File: src/sv/cqir_pkg.sv
package cqir_pkg;

  localparam int unsigned VAL_W   = 32;
  localparam int unsigned IDX_W   = 4;
  localparam int unsigned CNT_O_W = 5;

  typedef enum logic [1:0] {
    CMD_ENQUEUE = 2'd0,
    CMD_REMOVE  = 2'd1,
    CMD_READ    = 2'd2,
    CMD_CLEAR   = 2'd3
  } cmd_t;

  typedef enum logic [1:0] {
    STAT_OK    = 2'd0,
    STAT_EMPTY = 2'd1,
    STAT_FULL  = 2'd2,
    STAT_RANGE = 2'd3
  } stat_t;

  // Commands from the controller to the datapath, valid for one cycle
  typedef struct packed {
    logic wr_tail;
    logic shift;
    logic inc;
    logic dec;
    logic clr;
    logic load_data;
    logic capture;
  } ctl_t;

  // Flags from the datapath to the controller
  typedef struct packed {
    logic empty;
    logic full;
    logic idx_ok;
  } sts_t;

endpackage

File: src/sv/cqir_ctrl.sv
module cqir_ctrl (
  input  logic                clk,
  input  logic                rst_n,
  input  logic                start,
  input  logic [1:0]          in_command,
  input  cqir_pkg::sts_t      sts,
  output cqir_pkg::ctl_t      ctl,
  output logic                busy,
  output logic                out_valid,
  output logic [1:0]          out_status
);
  import cqir_pkg::*;

  logic  accept;
  logic  valid_r, valid_nxt;
  stat_t status_r, status_nxt;
  cmd_t  cmd;

  assign busy   = 1'b0;
  assign accept = start && !busy;
  assign cmd    = cmd_t'(in_command);

  always_comb begin
    ctl        = '0;
    status_nxt = STAT_OK;
    ctl.capture = accept;
    unique case (cmd)
      CMD_ENQUEUE: begin
        if (sts.full) begin
          status_nxt = STAT_FULL;
        end else begin
          ctl.wr_tail = accept;
          ctl.inc     = accept;
        end
      end
      CMD_REMOVE, CMD_READ: begin
        priority if (sts.empty) begin
          status_nxt = STAT_EMPTY;
        end else if (!sts.idx_ok) begin
          status_nxt = STAT_RANGE;
        end else begin
          ctl.load_data = accept;
          if (cmd == CMD_REMOVE) begin
            ctl.shift = accept;
            ctl.dec   = accept;
          end
        end
      end
      CMD_CLEAR: begin
        ctl.clr = accept;
      end
      default: begin
        ctl = '0;
      end
    endcase
  end

  assign valid_nxt = accept;

  always_ff @(posedge clk) begin
    if (!rst_n) begin
      valid_r <= 1'b0;
    end else begin
      valid_r <= valid_nxt;
    end
  end

  // Status is payload: hold it only when a beat is taken
  always_ff @(posedge clk) begin
    if (accept) begin
      status_r <= status_nxt;
    end
  end

  assign out_valid  = valid_r;
  assign out_status = status_r;

  a_one_result: assert property (@(posedge clk) disable iff (!rst_n)
    accept |=> out_valid)
    else $error("accepted beat gave no result");

  a_no_phantom: assert property (@(posedge clk) disable iff (!rst_n)
    !accept |=> !out_valid)
    else $error("result without an accepted beat");

  a_full_only_enq: assert property (@(posedge clk) disable iff (!rst_n)
    (accept && $past(1'b1)) ##1 (out_status == STAT_FULL) |->
      ($past(in_command) == CMD_ENQUEUE))
    else $error("full status on a command other than enqueue");

  a_one_shift_op: assert property (@(posedge clk) disable iff (!rst_n)
    $onehot0({ctl.inc, ctl.dec, ctl.clr}))
    else $error("conflicting count updates");

endmodule

File: src/sv/cqir_dp.sv
module cqir_dp #(
  parameter int unsigned DEPTH = 16
) (
  input  logic                         clk,
  input  logic                         rst_n,
  input  cqir_pkg::ctl_t               ctl,
  input  logic [cqir_pkg::VAL_W-1:0]   in_value,
  input  logic [cqir_pkg::IDX_W-1:0]   in_index,
  output cqir_pkg::sts_t               sts,
  output logic [cqir_pkg::VAL_W-1:0]   out_data,
  output logic [cqir_pkg::VAL_W-1:0]   out_head_value,
  output logic [cqir_pkg::CNT_O_W-1:0] out_entry_count
);
  import cqir_pkg::*;

  localparam int unsigned CW = $clog2(DEPTH + 1);
  localparam int unsigned AW = (DEPTH > 1) ? $clog2(DEPTH) : 1;
  localparam int unsigned WW = (CW > IDX_W) ? CW : IDX_W;

  logic [VAL_W-1:0] entries_r [DEPTH];
  logic [CW-1:0]    count_r, count_nxt;
  logic [VAL_W-1:0] data_r, data_nxt;
  logic [WW-1:0]    idx_w, cnt_w;
  logic [VAL_W-1:0] rd_val;

  assign idx_w  = WW'(in_index);
  assign cnt_w  = WW'(count_r);
  assign rd_val = entries_r[idx_w[AW-1:0]];

  assign sts.empty  = (count_r == '0);
  assign sts.full   = (count_r == CW'(DEPTH));
  assign sts.idx_ok = (idx_w < cnt_w);

  // Entries above the gap advance one place; the tail write lands at count
  for (genvar k = 0; k < DEPTH; k++) begin : g_cell
    always_ff @(posedge clk) begin
      if (ctl.wr_tail && (count_r == CW'(k))) begin
        entries_r[k] <= in_value;
      end else if (ctl.shift && (WW'(k) >= idx_w)) begin
        if (k < DEPTH - 1) begin
          entries_r[k] <= entries_r[(k < DEPTH - 1) ? k + 1 : k];
        end
      end
    end
  end

  always_comb begin
    count_nxt = count_r;
    priority if (ctl.clr) begin
      count_nxt = '0;
    end else if (ctl.inc) begin
      count_nxt = count_r + CW'(1);
    end else if (ctl.dec) begin
      count_nxt = count_r - CW'(1);
    end
  end

  always_ff @(posedge clk) begin
    if (!rst_n) begin
      count_r <= '0;
    end else begin
      count_r <= count_nxt;
    end
  end

  assign data_nxt = ctl.load_data ? rd_val : '0;

  always_ff @(posedge clk) begin
    if (ctl.capture) begin
      data_r <= data_nxt;
    end
  end

  assign out_data        = data_r;
  assign out_head_value  = sts.empty ? '0 : entries_r[0];
  assign out_entry_count = CNT_O_W'(count_r);

  a_count_bound: assert property (@(posedge clk) disable iff (!rst_n)
    count_r <= CW'(DEPTH))
    else $error("count beyond depth");

  a_clr_empties: assert property (@(posedge clk) disable iff (!rst_n)
    ctl.clr |=> (count_r == '0))
    else $error("clear left entries");

  a_inc_step: assert property (@(posedge clk) disable iff (!rst_n)
    ctl.inc |=> (count_r == $past(count_r) + CW'(1)))
    else $error("enqueue did not add one entry");

  a_tail_lands: assert property (@(posedge clk) disable iff (!rst_n)
    (ctl.wr_tail && sts.empty) |=> (out_head_value == $past(in_value)))
    else $error("enqueue to empty queue not at head");

endmodule

File: src/sv/collapsing_queue_with_indexed_remove.sv
// Channel  | Ports                                          | Handshake
// command  | in_command, in_value, in_index                 | start && !busy
// result   | out_data, out_status, out_head_value,          | out_valid, one cycle
//          | out_entry_count                                |
//
// One command per cycle: busy never rises, and every operation completes in
// one update of the register array (tail write or collapse).
// The result appears in the cycle after its command is taken, in order.
// rst_n (synchronous) empties the queue; stored values are not cleared.
// The receiver cannot stall: each result is valid for exactly one cycle.
module collapsing_queue_with_indexed_remove #(
  parameter int unsigned DEPTH = 16
) (
  input  logic                         clk,
  input  logic                         rst_n,
  input  logic                         start,
  output logic                         busy,
  input  logic [1:0]                   in_command,
  input  logic [cqir_pkg::VAL_W-1:0]   in_value,
  input  logic [cqir_pkg::IDX_W-1:0]   in_index,
  output logic                         out_valid,
  output logic [cqir_pkg::VAL_W-1:0]   out_data,
  output logic [1:0]                   out_status,
  output logic [cqir_pkg::VAL_W-1:0]   out_head_value,
  output logic [cqir_pkg::CNT_O_W-1:0] out_entry_count
);
  import cqir_pkg::*;

  ctl_t ctl;
  sts_t sts;

  cqir_ctrl u_ctrl (
    .clk        (clk),
    .rst_n      (rst_n),
    .start      (start),
    .in_command (in_command),
    .sts        (sts),
    .ctl        (ctl),
    .busy       (busy),
    .out_valid  (out_valid),
    .out_status (out_status)
  );

  cqir_dp #(
    .DEPTH (DEPTH)
  ) u_dp (
    .clk             (clk),
    .rst_n           (rst_n),
    .ctl             (ctl),
    .in_value        (in_value),
    .in_index        (in_index),
    .sts             (sts),
    .out_data        (out_data),
    .out_head_value  (out_head_value),
    .out_entry_count (out_entry_count)
  );

endmodule
File: config.mk
export PLATFORM = sky130hd
export DESIGN_NAME = collapsing_queue_with_indexed_remove
export DESIGN_NICKNAME = d
export VERILOG_FILES = /design/src/sv/cqir_pkg.sv /design/src/sv/cqir_ctrl.sv /design/src/sv/cqir_dp.sv /design/src/sv/collapsing_queue_with_indexed_remove.sv
export SDC_FILE = /design/constraint.sdc
export NUM_CORES = 1
export LEC_CHECK = 0
export BUFFER_PORTS_ARGS = -buffer_cell sky130_fd_sc_hd__buf_4
export CAP_MARGIN = 15
export CORE_MARGIN = 8
export CORE_UTILIZATION = 55
export DETAILED_ROUTE_END_ITERATION = 7
export PLACE_DENSITY = 0.75
export SYNTH_ARGS = -nofsm -noshare
export SYNTH_HDL_FRONTEND = slang
export SYNTH_SLANG_ARGS = --single-unit
File: constraint.sdc
create_clock -name clk -period 5.1 [get_ports clk]
set_input_delay 0.765 -clock clk [delete_from_list [all_inputs] [get_ports clk]]
set_output_delay 0.765 -clock clk [all_outputs]
set_load 0.01 [all_outputs]
==> results.md <==
- Cells after Synth: 1,611
- CTS max path bufs: 3
- R2R cell count: 8
- Fmax: 265 MHz
- Yosys top cell area share: 58.3%
- 1st-iter DRT viols: 1,633
- VDD IR max: 245 uV
- Hold_sp: rst_n
- Pre-CTS WS: 0.733 ns
- Clock Skews: 0.0232 ns
- Max cap viols: 0
- Initial antenna violation count: 1
- WL/cell: 27.4 um
- Synthesis-to-layout area growth: 11.5%
- Worst slew pin tran: 1.10 ns
- Die Span X: 242 um
- Max Slew Vio Count: 0
- Final min period: 3.77 ns
- Warnings, synthesis: 0
- Maximum level of the CTS H-tree: 2
- Yosys reg bits: 552
- Seq/Total Area, Yosys: 58.7%
- Critical Path AT: 4.12 ns
- Synthesized area per cell: 17.5 um2
- RSZ-0062 raised after global routing: no
- Die Area: 58,700 um2
- Status: finished, final reports clean
- Largest cells by area after synthesis: edfxtp_1 58%, mux2_2 11%, mux4_2 10%, mux2_1 4.4%, mux2_4 4.4%
- Core box area: 51,000 um2
- Vias in the first global route: 15,879
- Crit. End Element: flip-flop
- Max_slew headroom: 26.3%
- I/O pin cnt: 114
- Die height: 242 um
- Final ANT Viol Nets: 0
- Resized Gates After CTS: 0
- Layout cells sized above 1: 44.1%
- WL final: 66,100 um
- Worst hold path depth: 2
- Drt first pass iters: 5
- Final Util: 61.5%
- Clk_lat worst skew: 0.61 ns
- Number of nets in the layout: 1,745
- Crit start category: primary input
- FFs w/ async S/R, synth: 0%
- Worst min path class: primary input to flip-flop
- Row count: 83
- Pwr Density: 302 nW/um2
- Total CTS buffers: 57
- Req. time, crit path: 5.46 ns
- DP HPWL: 41,400 um
- CP max FO: 68
- Initial core utilization: 55.2%
- Most common cell after layout, fill and taps aside: edfxtp_1
- Total negative slack: 0 ns
- Pleak: 10.3 nW
- Area of the mapped netlist: 28,100 um2
- Unique masters post-synth: 52
- Drc violations: 0
- Final Setup Violations: 0
- R2r startpoint: u_dp.out_entry_count[3]
- Gp weighted congestion: 0.795
- Hold Crit Endpoint: u_ctrl.out_valid
- Main synth FF type: edfxtp_1
- Total gr overflow: 0
- Post CTS Setup Buffer Count: 0
- Worst reg2reg setup slack: 1.46 ns
- Worst reg2reg path endpoint: u_dp.entries_r[8][31]
- Clk slew on worst S/H paths: 0.06 ns
- Clk root buf: clkbuf_16
- Buffers on Ports: 112
- Vias/cell: 6.38
- Hold Violations, Final: 0
- Kind of critical path: primary input to flip-flop
- Pin count of the biggest net entering global routing: 102
- Cell type with the highest aggregate area in the netlist: edfxtp_1
- # hold bufs at CTS: 0
- Worst Setup Slack, final: 1.33 ns
- Total GRT Usage: 22.4%
- Mapped Nets: 1,665
- Most frequent cells in the layout: 546 x edfxtp_1, 287 x mux2_2, 156 x buf_4
- Final worst-path cycle share: 73.9%
- Vias: 15,378
- First-pass GRT wire length: 102,000 um
- Number of synthesized flops with an enable pin: 546
- CTS tree: yes
- Clock tree sinks: 552
[worst max-delay path by stage]
stage               depth (start not counted)                     to   startpoint
finish                                      8  u_dp.entries_r[14][4]  in_index[1]
global route                                8  u_dp.entries_r[14][8]  in_index[1]
CTS                                         8  u_dp.entries_r[14][4]  in_index[1]
detailed placement                          8  u_dp.entries_r[14][4]  in_index[1]
global placement                            8  u_dp.entries_r[14][8]  in_index[1]
floorplan                                   6   u_dp.entries_r[3][0]  in_index[2]
[cells by family after synthesis]
| logic type | share of synthesized area (%) |
|---|---|
| buffers and inverters | 2.71 |
| AO/OA/AOI/OAI | 2.77 |
| AND/OR/NAND/NOR | 3.53 |
| flip-flops | 58.7 |
| multiplexers | 31.7 |
| adder cells (fa/ha/maj) | 0.578 |
| other | 0.0133 |
[layer usage]
metal	vias to the layer above	global-route usage [%]	wire [um]
li1	6670	-	-
met4	0	6.01	1270
met3	81	4.32	4980
met2	586	34.8	31200
met5	-	0	0
met1	8041	32.2	28700
[state kept, by name (all words and copies together) (netlist names)]
signal and cells:
u_dp.entries_r 512, u_dp.out_data 32, u_dp.out_entry_count 5, u_ctrl.out_status 2
u_ctrl.out_valid 1
[cell usage after synthesis (all sizes together), types with 2 or more instances]
| cell type | number |
|---|---|
| nand2b | 3 |
| clkbuf | 64 |
| nor4 | 3 |
| mux4 | 128 |
| nor2 | 14 |
| or3 | 2 |
| ha | 13 |
| edfxtp | 546 |
| or2 | 2 |
| and3 | 4 |
| o21ai | 4 |
| o21a | 4 |
| mux2i | 33 |
| or4 | 3 |
| and2 | 37 |
| dfxtp | 6 |
| a21oi | 5 |
| a211oi | 66 |
| nand2 | 20 |
| mux2 | 480 |
| inv | 9 |
| nand4 | 2 |
| buf | 77 |
| nor3 | 18 |
| o21bai | 4 |
| nor2b | 35 |
| nand3 | 7 |
| o22ai | 10 |
[power by group]
part | internal (mW) | switching (mW)
combinational | 0.360 | 0.374
sequential | 5.02 | 0.0179
clock | 2.03 | 1.67
[through the flow]
| stage | power (mW) | area [um2] | instances | hold slack (ns) |
|---|---|---|---|---|
| final | 9.48 | 31400 | 2412 | 0.394 |
| after floorplan | 5.63 | 28100 | 1611 | 0.529 |
| after detailed placement | 5.87 | 29800 | 2312 | 0.545 |
| after global routing | 9.77 | 31400 | 2412 | 0.394 |
| after CTS | 9.55 | 31400 | 2411 | 0.362 |
| after global placement | 5.85 | 29800 | 2312 | 0.533 |
[critical path, cell delays in order]
cell	delay [ns]
buf_6	0.34
buf_4	0.58
buf_4	0.88
and3_1	0.42
and2_1	0.28
nor3_4	0.05
buf_4	0.34
mux2_2	0.34
[area by class of cell]
type                       instances  area, um2
fill                            3618      19600
sequential                       552      16500
multi-input combinational        909      11100
clock buffer                      73       1490
timing repair buffer             162       1280
tap                              680        851
clock inverter                    26        118
inverter                           9       33.8
antenna                            1       2.50
Note: power is estimated with default switching activity, not from simulation.
